<file path="src/sv/atis_pkg.sv">
// shared types, constants and calibration tables of the accelerometer smoother
package atis_pkg;

  localparam int AVG_COUNT_DEF    = 16;
  localparam int TABLE_POINTS_DEF = 17;
  localparam int KEEP_RESET       = 154;
  localparam int NUM_AXES         = 3;
  localparam int QUEUE_DEPTH      = 2;

  localparam logic [1:0] AXIS_X = 2'd0;
  localparam logic [1:0] AXIS_Y = 2'd1;
  localparam logic [1:0] AXIS_Z = 2'd2;

  // finished group handed from the accumulator to the table unit
  typedef struct packed {
    logic [1:0] axis;
    logic [9:0] avg;
  } grp_t;

  typedef enum logic [2:0] {
    ST_IDLE,
    ST_SEARCH,
    ST_MUL,
    ST_DIV,
    ST_MIX,
    ST_OUT
  } bk_state_t;

  function automatic logic signed [15:0] force_at(input logic [4:0] i);
    logic signed [15:0] r;
    case (i)
      5'd0:  r = -16'sd16384;
      5'd1:  r = -16'sd15137;
      5'd2:  r = -16'sd11585;
      5'd3:  r = -16'sd8192;
      5'd4:  r = -16'sd6270;
      5'd5:  r = -16'sd4240;
      5'd6:  r = -16'sd2845;
      5'd7:  r = -16'sd1428;
      5'd8:  r = 16'sd0;
      5'd9:  r = 16'sd1428;
      5'd10: r = 16'sd2845;
      5'd11: r = 16'sd4240;
      5'd12: r = 16'sd6270;
      5'd13: r = 16'sd8192;
      5'd14: r = 16'sd11585;
      5'd15: r = 16'sd15137;
      default: r = 16'sd16384;
    endcase
    return r;
  endfunction

  function automatic logic [9:0] cal_at(input logic [1:0] ax, input logic [4:0] i);
    logic [9:0] r;
    r = 10'd0;
    case (ax)
      AXIS_X: begin
        case (i)
          5'd0: r = 10'd365; 5'd1: r = 10'd381; 5'd2: r = 10'd434; 5'd3: r = 10'd486;
          5'd4: r = 10'd515; 5'd5: r = 10'd544; 5'd6: r = 10'd565; 5'd7: r = 10'd590;
          5'd8: r = 10'd610; 5'd9: r = 10'd633; 5'd10: r = 10'd657; 5'd11: r = 10'd679;
          5'd12: r = 10'd709; 5'd13: r = 10'd737; 5'd14: r = 10'd793; 5'd15: r = 10'd848;
          default: r = 10'd872;
        endcase
      end
      AXIS_Y: begin
        case (i)
          5'd0: r = 10'd362; 5'd1: r = 10'd382; 5'd2: r = 10'd436; 5'd3: r = 10'd489;
          5'd4: r = 10'd518; 5'd5: r = 10'd549; 5'd6: r = 10'd569; 5'd7: r = 10'd593;
          5'd8: r = 10'd610; 5'd9: r = 10'd634; 5'd10: r = 10'd659; 5'd11: r = 10'd680;
          5'd12: r = 10'd709; 5'd13: r = 10'd737; 5'd14: r = 10'd790; 5'd15: r = 10'd843;
          default: r = 10'd863;
        endcase
      end
      default: begin
        case (i)
          5'd0: r = 10'd340; 5'd1: r = 10'd330; 5'd2: r = 10'd384; 5'd3: r = 10'd437;
          5'd4: r = 10'd465; 5'd5: r = 10'd489; 5'd6: r = 10'd510; 5'd7: r = 10'd534;
          5'd8: r = 10'd556; 5'd9: r = 10'd576; 5'd10: r = 10'd603; 5'd11: r = 10'd621;
          5'd12: r = 10'd650; 5'd13: r = 10'd678; 5'd14: r = 10'd731; 5'd15: r = 10'd787;
          default: r = 10'd807;
        endcase
      end
    endcase
    return r;
  endfunction

endpackage

</file>
<file path="src/sv/atis_front.sv">
// front end: per-axis sample accumulation and group averaging
module atis_front #(
  parameter int AVG_COUNT = atis_pkg::AVG_COUNT_DEF
) (
  input  logic          clk,
  input  logic          rst,
  input  logic          in_valid,
  output logic          in_ready,
  input  logic [1:0]    in_axis,
  input  logic [9:0]    in_sample,
  output logic          grp_valid,
  input  logic          grp_ready,
  output atis_pkg::grp_t grp
);
  import atis_pkg::*;

  localparam logic [5:0] TALLY_END = 6'(AVG_COUNT);

  logic [15:0] sample_sum   [NUM_AXES];
  logic [5:0]  sample_tally [NUM_AXES];
  logic        hold_valid;
  grp_t        hold;
  logic        take;
  logic [15:0] sum_next;
  logic [5:0]  tally_next;
  logic [1:0]  ax;

  assign ax         = (in_axis == 2'd3) ? AXIS_X : in_axis;
  assign in_ready   = !hold_valid;
  assign take       = in_valid && in_ready && (in_axis != 2'd3);
  assign sum_next   = sample_sum[ax] + {6'd0, in_sample};
  assign tally_next = sample_tally[ax] + 6'd1;
  assign grp_valid  = hold_valid;
  assign grp        = hold;

  always_ff @(posedge clk) begin
    if (rst) begin
      hold_valid <= 1'b0;
      for (int k = 0; k < NUM_AXES; k++) begin
        sample_sum[k]   <= '0;
        sample_tally[k] <= '0;
      end
    end else begin
      if (grp_valid && grp_ready) hold_valid <= 1'b0;
      if (take) begin
        if (tally_next == TALLY_END) begin
          sample_sum[ax]   <= '0;
          sample_tally[ax] <= '0;
          hold_valid       <= 1'b1;
          hold.axis        <= ax;
          hold.avg         <= 10'(sum_next / AVG_COUNT);
        end else begin
          sample_sum[ax]   <= sum_next;
          sample_tally[ax] <= tally_next;
        end
      end
    end
  end
endmodule

</file>
<file path="src/sv/atis_queue.sv">
// short fifo between front and back end
module atis_queue (
  input  logic           clk,
  input  logic           rst,
  input  logic           wr_valid,
  output logic           wr_ready,
  input  atis_pkg::grp_t wr_data,
  output logic           rd_valid,
  input  logic           rd_ready,
  output atis_pkg::grp_t rd_data
);
  import atis_pkg::*;

  grp_t       mem [QUEUE_DEPTH];
  logic       wp, rp;
  logic [1:0] fill;
  logic       wr, rd;

  assign wr_ready = (fill != 2'(QUEUE_DEPTH));
  assign rd_valid = (fill != 2'd0);
  assign rd_data  = mem[rp];
  assign wr = wr_valid && wr_ready;
  assign rd = rd_valid && rd_ready;

  always_ff @(posedge clk) begin
    if (wr) mem[wp] <= wr_data;
    if (rst) begin
      wp <= 1'b0; rp <= 1'b0; fill <= 2'd0;
    end else begin
      if (wr) wp <= ~wp;
      if (rd) rp <= ~rp;
      fill <= fill + {1'b0, wr} - {1'b0, rd};
    end
  end
endmodule

</file>
<file path="src/sv/atis_back.sv">
// back end: table search, serial interpolation divide and smoothing
module atis_back #(
  parameter int TABLE_POINTS = atis_pkg::TABLE_POINTS_DEF
) (
  input  logic              clk,
  input  logic              rst,
  input  logic [8:0]        keep_weight,
  input  logic              grp_valid,
  output logic              grp_ready,
  input  atis_pkg::grp_t    grp,
  output logic              out_valid,
  input  logic              out_ready,
  output logic [1:0]        out_axis,
  output logic [9:0]        average_count,
  output logic signed [15:0] force_res,
  output logic signed [15:0] smoothed_force
);
  import atis_pkg::*;

  localparam logic [4:0] LAST = 5'(TABLE_POINTS - 1);

  bk_state_t state, state_next;
  logic [1:0]  ax;
  logic [9:0]  avg;
  logic [4:0]  idx;
  logic signed [15:0] f_lo, frc;
  logic [9:0]  dy;
  logic [25:0] rem_num;   // |dx*dc|, dividend shifts out as quotient
  logic [10:0] rem;
  logic        neg;
  logic [4:0]  bitc;
  logic signed [15:0] smv [NUM_AXES];
  logic signed [15:0] smo;
  logic        ovalid;
  logic [9:0]  c_i, c_p;
  logic signed [16:0] dx;
  logic [9:0]  dc;
  logic signed [27:0] prod;
  logic [10:0] rtry;
  logic        qbit;
  logic [14:0] quo;       // quotient including the bit settled this step
  logic [8:0]  keep;
  logic signed [26:0] mix;

  assign c_i  = cal_at(ax, idx);
  assign c_p  = cal_at(ax, idx - 5'd1);
  assign keep = keep_weight[8] ? 9'd256 : keep_weight;
  assign rtry = {rem[9:0], rem_num[25]};
  assign qbit = (rtry >= {1'b0, dy});
  assign quo  = {rem_num[13:0], qbit};
  assign dx   = 17'(force_at(idx)) - 17'(force_at(idx - 5'd1));
  assign dc   = avg - c_p;
  assign prod = 28'(dx) * $signed({18'd0, dc});
  assign mix  = 27'($signed({1'b0, keep}) * smv[ax])
              + 27'($signed(10'd256 - {1'b0, keep}) * frc);

  always_comb begin
    state_next = state;
    case (state)
      ST_IDLE:   if (grp_valid) state_next = ST_SEARCH;
      ST_SEARCH: if (idx == 5'd0 && c_i > avg) state_next = ST_MIX;
                 else if (idx != 5'd0 && c_i > avg) state_next = ST_MUL;
                 else if (idx == LAST) state_next = ST_MIX;
      ST_MUL:    state_next = ST_DIV;
      ST_DIV:    if (bitc == 5'd25) state_next = ST_MIX;
      ST_MIX:    state_next = ST_OUT;
      ST_OUT:    if (!ovalid || out_ready) state_next = ST_IDLE;
      default:   state_next = ST_IDLE;
    endcase
  end

  always_comb begin
    grp_ready = (state == ST_IDLE);
  end

  always_ff @(posedge clk) begin
    if (rst) begin
      state  <= ST_IDLE;
      ovalid <= 1'b0;
      for (int k = 0; k < NUM_AXES; k++) smv[k] <= '0;
    end else begin
      state <= state_next;
      if (ovalid && out_ready) ovalid <= 1'b0;
      case (state)
        ST_IDLE: if (grp_valid) begin
          ax <= grp.axis; avg <= grp.avg; idx <= 5'd0;
        end
        ST_SEARCH: begin
          if (c_i > avg) frc <= force_at(idx);
          else if (idx == LAST) frc <= force_at(LAST);
          else idx <= idx + 5'd1;
          f_lo <= force_at(idx - 5'd1);
          dy   <= c_i - c_p;
        end
        ST_MUL: begin
          neg     <= prod[27];
          rem_num <= prod[27] ? 26'(-prod) : 26'(prod);
          rem     <= '0;
          bitc    <= 5'd0;
        end
        ST_DIV: begin
          bitc <= bitc + 5'd1;
          if (qbit) begin
            rem     <= rtry - {1'b0, dy};
            rem_num <= {rem_num[24:0], 1'b1};
          end else begin
            rem     <= rtry;
            rem_num <= {rem_num[24:0], 1'b0};
          end
          if (bitc == 5'd25)
            frc <= f_lo + (neg ? -16'(quo) : 16'(quo));
        end
        ST_MIX: begin
          smo     <= 16'(mix >>> 8);
          smv[ax] <= 16'(mix >>> 8);
        end
        ST_OUT: if (!ovalid || out_ready) begin
          ovalid         <= 1'b1;
          out_axis       <= ax;
          average_count  <= avg;
          force_res      <= frc;
          smoothed_force <= smo;
        end
        default: ;
      endcase
    end
  end

  assign out_valid = ovalid;
endmodule

</file>
<file path="src/sv/accel_table_interp_smoother.sv">
// top level of the accelerometer table interpolation smoother
// processing: a group-closing item goes through the table search (one entry a cycle)
//   and, for a point inside the table, a 26-step restoring divider for the interpolation
// throughput: one sample a cycle in the front while no finished group waits for the queue;
//   the back takes a new group only after the last result is registered, decoupled by a two-entry queue
// reset: synchronous rst clears sums, tallies, smoothed values, keep_weight to 154
module accel_table_interp_smoother #(
  parameter int AVG_COUNT    = atis_pkg::AVG_COUNT_DEF,
  parameter int TABLE_POINTS = atis_pkg::TABLE_POINTS_DEF
) (
  input  logic        clk,
  input  logic        rst,
  input  logic        s_axis_tvalid,
  output logic        s_axis_tready,
  input  logic [15:0] s_axis_tdata,   // sample, zero fill
  input  logic [1:0]  s_axis_tuser,   // axis
  output logic        m_axis_tvalid,
  input  logic        m_axis_tready,
  output logic [47:0] m_axis_tdata,   // average_count, force_res, smoothed_force, zero fill
  output logic [1:0]  m_axis_tuser,   // out_axis
  input  logic        cfg_we,
  input  logic [8:0]  cfg_wdata       // keep_weight
);
  import atis_pkg::*;

  logic [8:0] keep_weight;
  logic fv, fr, qv, qr;
  grp_t fg, qg;
  logic [9:0] avg;
  logic signed [15:0] frc, smo;

  // configuration register
  always_ff @(posedge clk) begin
    if (rst) keep_weight <= 9'(KEEP_RESET);
    else if (cfg_we) keep_weight <= cfg_wdata;
  end

  // front: accumulate and average
  atis_front #(.AVG_COUNT(AVG_COUNT)) u_front (
    .clk, .rst, .in_valid(s_axis_tvalid), .in_ready(s_axis_tready),
    .in_axis(s_axis_tuser), .in_sample(s_axis_tdata[9:0]),
    .grp_valid(fv), .grp_ready(fr), .grp(fg)
  );

  // decoupling queue
  atis_queue u_queue (
    .clk, .rst, .wr_valid(fv), .wr_ready(fr), .wr_data(fg),
    .rd_valid(qv), .rd_ready(qr), .rd_data(qg)
  );

  // back: interpolate and smooth
  atis_back #(.TABLE_POINTS(TABLE_POINTS)) u_back (
    .clk, .rst, .keep_weight, .grp_valid(qv), .grp_ready(qr), .grp(qg),
    .out_valid(m_axis_tvalid), .out_ready(m_axis_tready), .out_axis(m_axis_tuser),
    .average_count(avg), .force_res(frc), .smoothed_force(smo)
  );

  assign m_axis_tdata = {6'd0, smo, frc, avg};
endmodule

</file>
<file path="config.mk">
export PLATFORM = sky130hd
export DESIGN_NAME = accel_table_interp_smoother
export DESIGN_NICKNAME = d
export VERILOG_FILES = /design/src/sv/atis_pkg.sv /design/src/sv/atis_front.sv /design/src/sv/atis_queue.sv /design/src/sv/atis_back.sv /design/src/sv/accel_table_interp_smoother.sv
export SDC_FILE = /design/constraint.sdc
export NUM_CORES = 2
export LEC_CHECK = 0
export BUFFER_PORTS_ARGS = -buffer_cell sky130_fd_sc_hd__buf_2
export CAP_MARGIN = 30
export CORE_MARGIN = 5
export CORE_UTILIZATION = 50
export CTS_CLUSTER_DIAMETER = 50
export CTS_CLUSTER_SIZE = 10
export DETAILED_ROUTE_END_ITERATION = 12
export GPL_TIMING_DRIVEN = 1
export PLACE_DENSITY_LB_ADDON = 0.08
export SETUP_SLACK_MARGIN = 0.15
export SYNTH_ARGS = -nofsm -noshare
export SYNTH_HDL_FRONTEND = slang
export SYNTH_SLANG_ARGS = --single-unit
</file>
<file path="constraint.sdc">
create_clock -name clk -period 16.8 [get_ports clk]
set_clock_uncertainty 0.2 [all_clocks]
set_input_delay 3.36 -clock clk [delete_from_list [all_inputs] [get_ports clk]]
set_output_delay 3.36 -clock clk [all_outputs]
set_load 0.05 [all_outputs]
</file>
==> impl_results.md <==
- Status: finished clean
- CP endpoint kind: register
- Initial antenna violation count: 1
- Detailed placement HPWL: 71.1 mm
- TritonCTS clock tree: yes
- Relative slew slack: 17.3%
- Clock slew at reported path FFs: 0.05 ns
- Postcts setup bufs: 0
- R2R Path End: u_back.rem_num[25]
- Clock buffer depth: 3
- Post-Synth XOR/XNOR Area: 4.26%
- Worst setup path startpoint: u_back.idx[0]
- CTS resizes: 0
- Final wirelength: 92.0 mm
- DP Area: 39400 um2
- TritonCTS Buffers: 55
- Vias in the first global route: 27021
- Design area: 41200 um2
- Adder-Cell Fraction of Synth Area: 32.4%
- FP Rows: 100
- Fraction of layout cells with a size suffix above 1: 7.92%
- Most common cell after layout, fill and taps aside: inv_1
- All-Layer GR Usage: 23.0%
- WHS: 0.216 ns
- Most used cell, CP: inv_1
- Compound-Gate Fraction of Synth Area: 8.44%
- Worst Reg-to-Reg Cells: 39
- Final period util: 77.9%
- Largest stage delay, worst path: 0.81 ns
- Mux cell area share after synthesis: 3.08%
- Hold bufs inserted after CTS: 0
- Post-synthesis instance area: 37800 um2
- Sequential area share after synthesis: 30.2%
- Die X: 285 um
- Register bit total from synthesis: 399
- Wire per inst: 19.1 um
- Setup violators final: 0
- Final ANT Viol Nets: 0
- Syn Area/Cell: 10.1 um2
- Reg2Reg Setup Slack: 3.72 ns
- Largest family of logic cells by synthesized area: adder cells
- Area delta synth->final: 9.02%
- RSZ-0062 raised after global routing: no
- First-pass GRT wire length: 149 mm
- Worst flop-to-flop path startpoint: u_back.idx[0]
- CP Data Arrival Time: 13.21 ns
- Final Util: 55.2%
- Clk sinks: 399
- Largest net degree at the start of global routing: 47
- DRT iter0 DRCs: 1920
- Distinct cells, synth: 94
- Drt drc: 0
- Main synth FF type: edfxtp_1
- Vias post-DR: 26318
- Largest cells by area after synthesis: edfxtp_1 27%, fa_1 23%, ha_1 8.7%
- CP startpoint kind: register
- H-tree depth: 2
- Post-Route Setup TNS: 0 ns
- Worst skew pair latency: 0.63 ns
- CTS Root Cell: clkbuf_16
- Final Hold Fails: 0
- Yosys top cell by area: edfxtp_1
- Number of synthesized flops with an enable pin: 341
- Max Freq: 76.4 MHz
- Die Y: 285 um
- HP Class: reg2reg
- DIE AREA: 81200 um2
- CP max-delay cell: edfxtp_1
- Most frequent cells in the layout: 556 x inv_1, 443 x fa_1, 422 x nand2_1
- Setup crit end: u_back.rem_num[25]
- Mapped Cells: 3741
- Actual slew at the worst max-slew pin: 1.22 ns
- Fraction of the mapped netlist area in simple logic gates: 14.6%
- I/O pin count: 84
- Final layout net count: 4546
- Final slew viol count: 0
- Critical path class: reg2reg
- Fin crit period: 13.08 ns
- Req. time, crit path: 16.93 ns
- Port bufs: 71
- Initial core utilization: 50.6%
- Max-Cap Viols: 0
- Core ar.: 74700 um2
- Top cell type's share of synthesized area: 27.1%
- Async S/R FF share, synth: 0%
- Max Fanout on Critical Path: 21
- DR pass1 iterations: 6
- Synth warnings: 0
- Drt via density: 5.46
- Placer Congestion: 0.865
- GR Overflow Total: 0
## area by class of cell
class	instances	area, um2
fill	6617	33500
clock inverter	18	275
clock buffer	83	1530
antenna	2	5.00
timing repair buffer	130	800
tap	969	1210
inverter	560	2100
multi-input combinational	2661	23900
sequential	399	11400
## cells in the mapped netlist (all sizes together) (38+ instances only)
cell / n
xor2: 51
a21oi: 122
and2: 136
nor2: 322
and3: 41
nand2b: 38
fa: 443
clkbuf: 98
nand3: 43
a21o: 40
o21ai: 111
ha: 264
inv: 557
buf: 42
dfxtp: 58
nand2: 423
nor2b: 71
nor3: 42
edfxtp: 341
xnor2: 131
## layer usage
metal	vias up	wire length, um	global-route usage [%]
li1	12414	-	-
met1	13064	42400	33.9
met2	720	41100	35.9
met3	120	6380	4.03
met4	0	2100	5.19
met5	-	0	0
## kinds of logic after synthesis
logic type      Yosys count
simple gates           1186
buf+inv                 700
flops                   399
xor+xnor                182
compound gates          486
fa+ha+maj               713
other cells               2
mux                      73
## worst max-delay path: cells and delay by family (launching register included)
family | cells | cell delay, ns
adders and majority gates | 9 | 3.91
AOI/OAI and AO/OA | 13 | 3.82
and+or+nand+nor | 9 | 2.60
buffers and inverters | 7 | 1.28
DFF | 1 | 0.81
xor gates and xnor gates | 1 | 0.16
## worst min path at each step
stage	startpoint	end	slack, ns	depth (start not counted)
after floorplan	u_back.smo[0]	u_back.smoothed_force[0]	0.20	0
after global placement	u_back.smo[3]	u_back.smoothed_force[3]	0.20	0
after detailed placement	u_back.smo[5]	u_back.smoothed_force[5]	0.20	0
after CTS	u_back.smo[5]	u_back.smoothed_force[5]	0.22	0
after global routing	u_back.smo[6]	u_back.smoothed_force[6]	0.22	0
final	u_back.smo[5]	u_back.smoothed_force[5]	0.22	0
## metrics by stage
stage                     std cells  setup WS [ns]
after floorplan                3760           5.60
after global placement         4712           4.13
after detailed placement       4717           3.98
after CTS                      4818           3.95
after global routing           4820           3.02
final                          4822           3.72
Power is not shown: default switching activity piles up to over one toggle a cycle in this logic, so the estimate is an artifact.
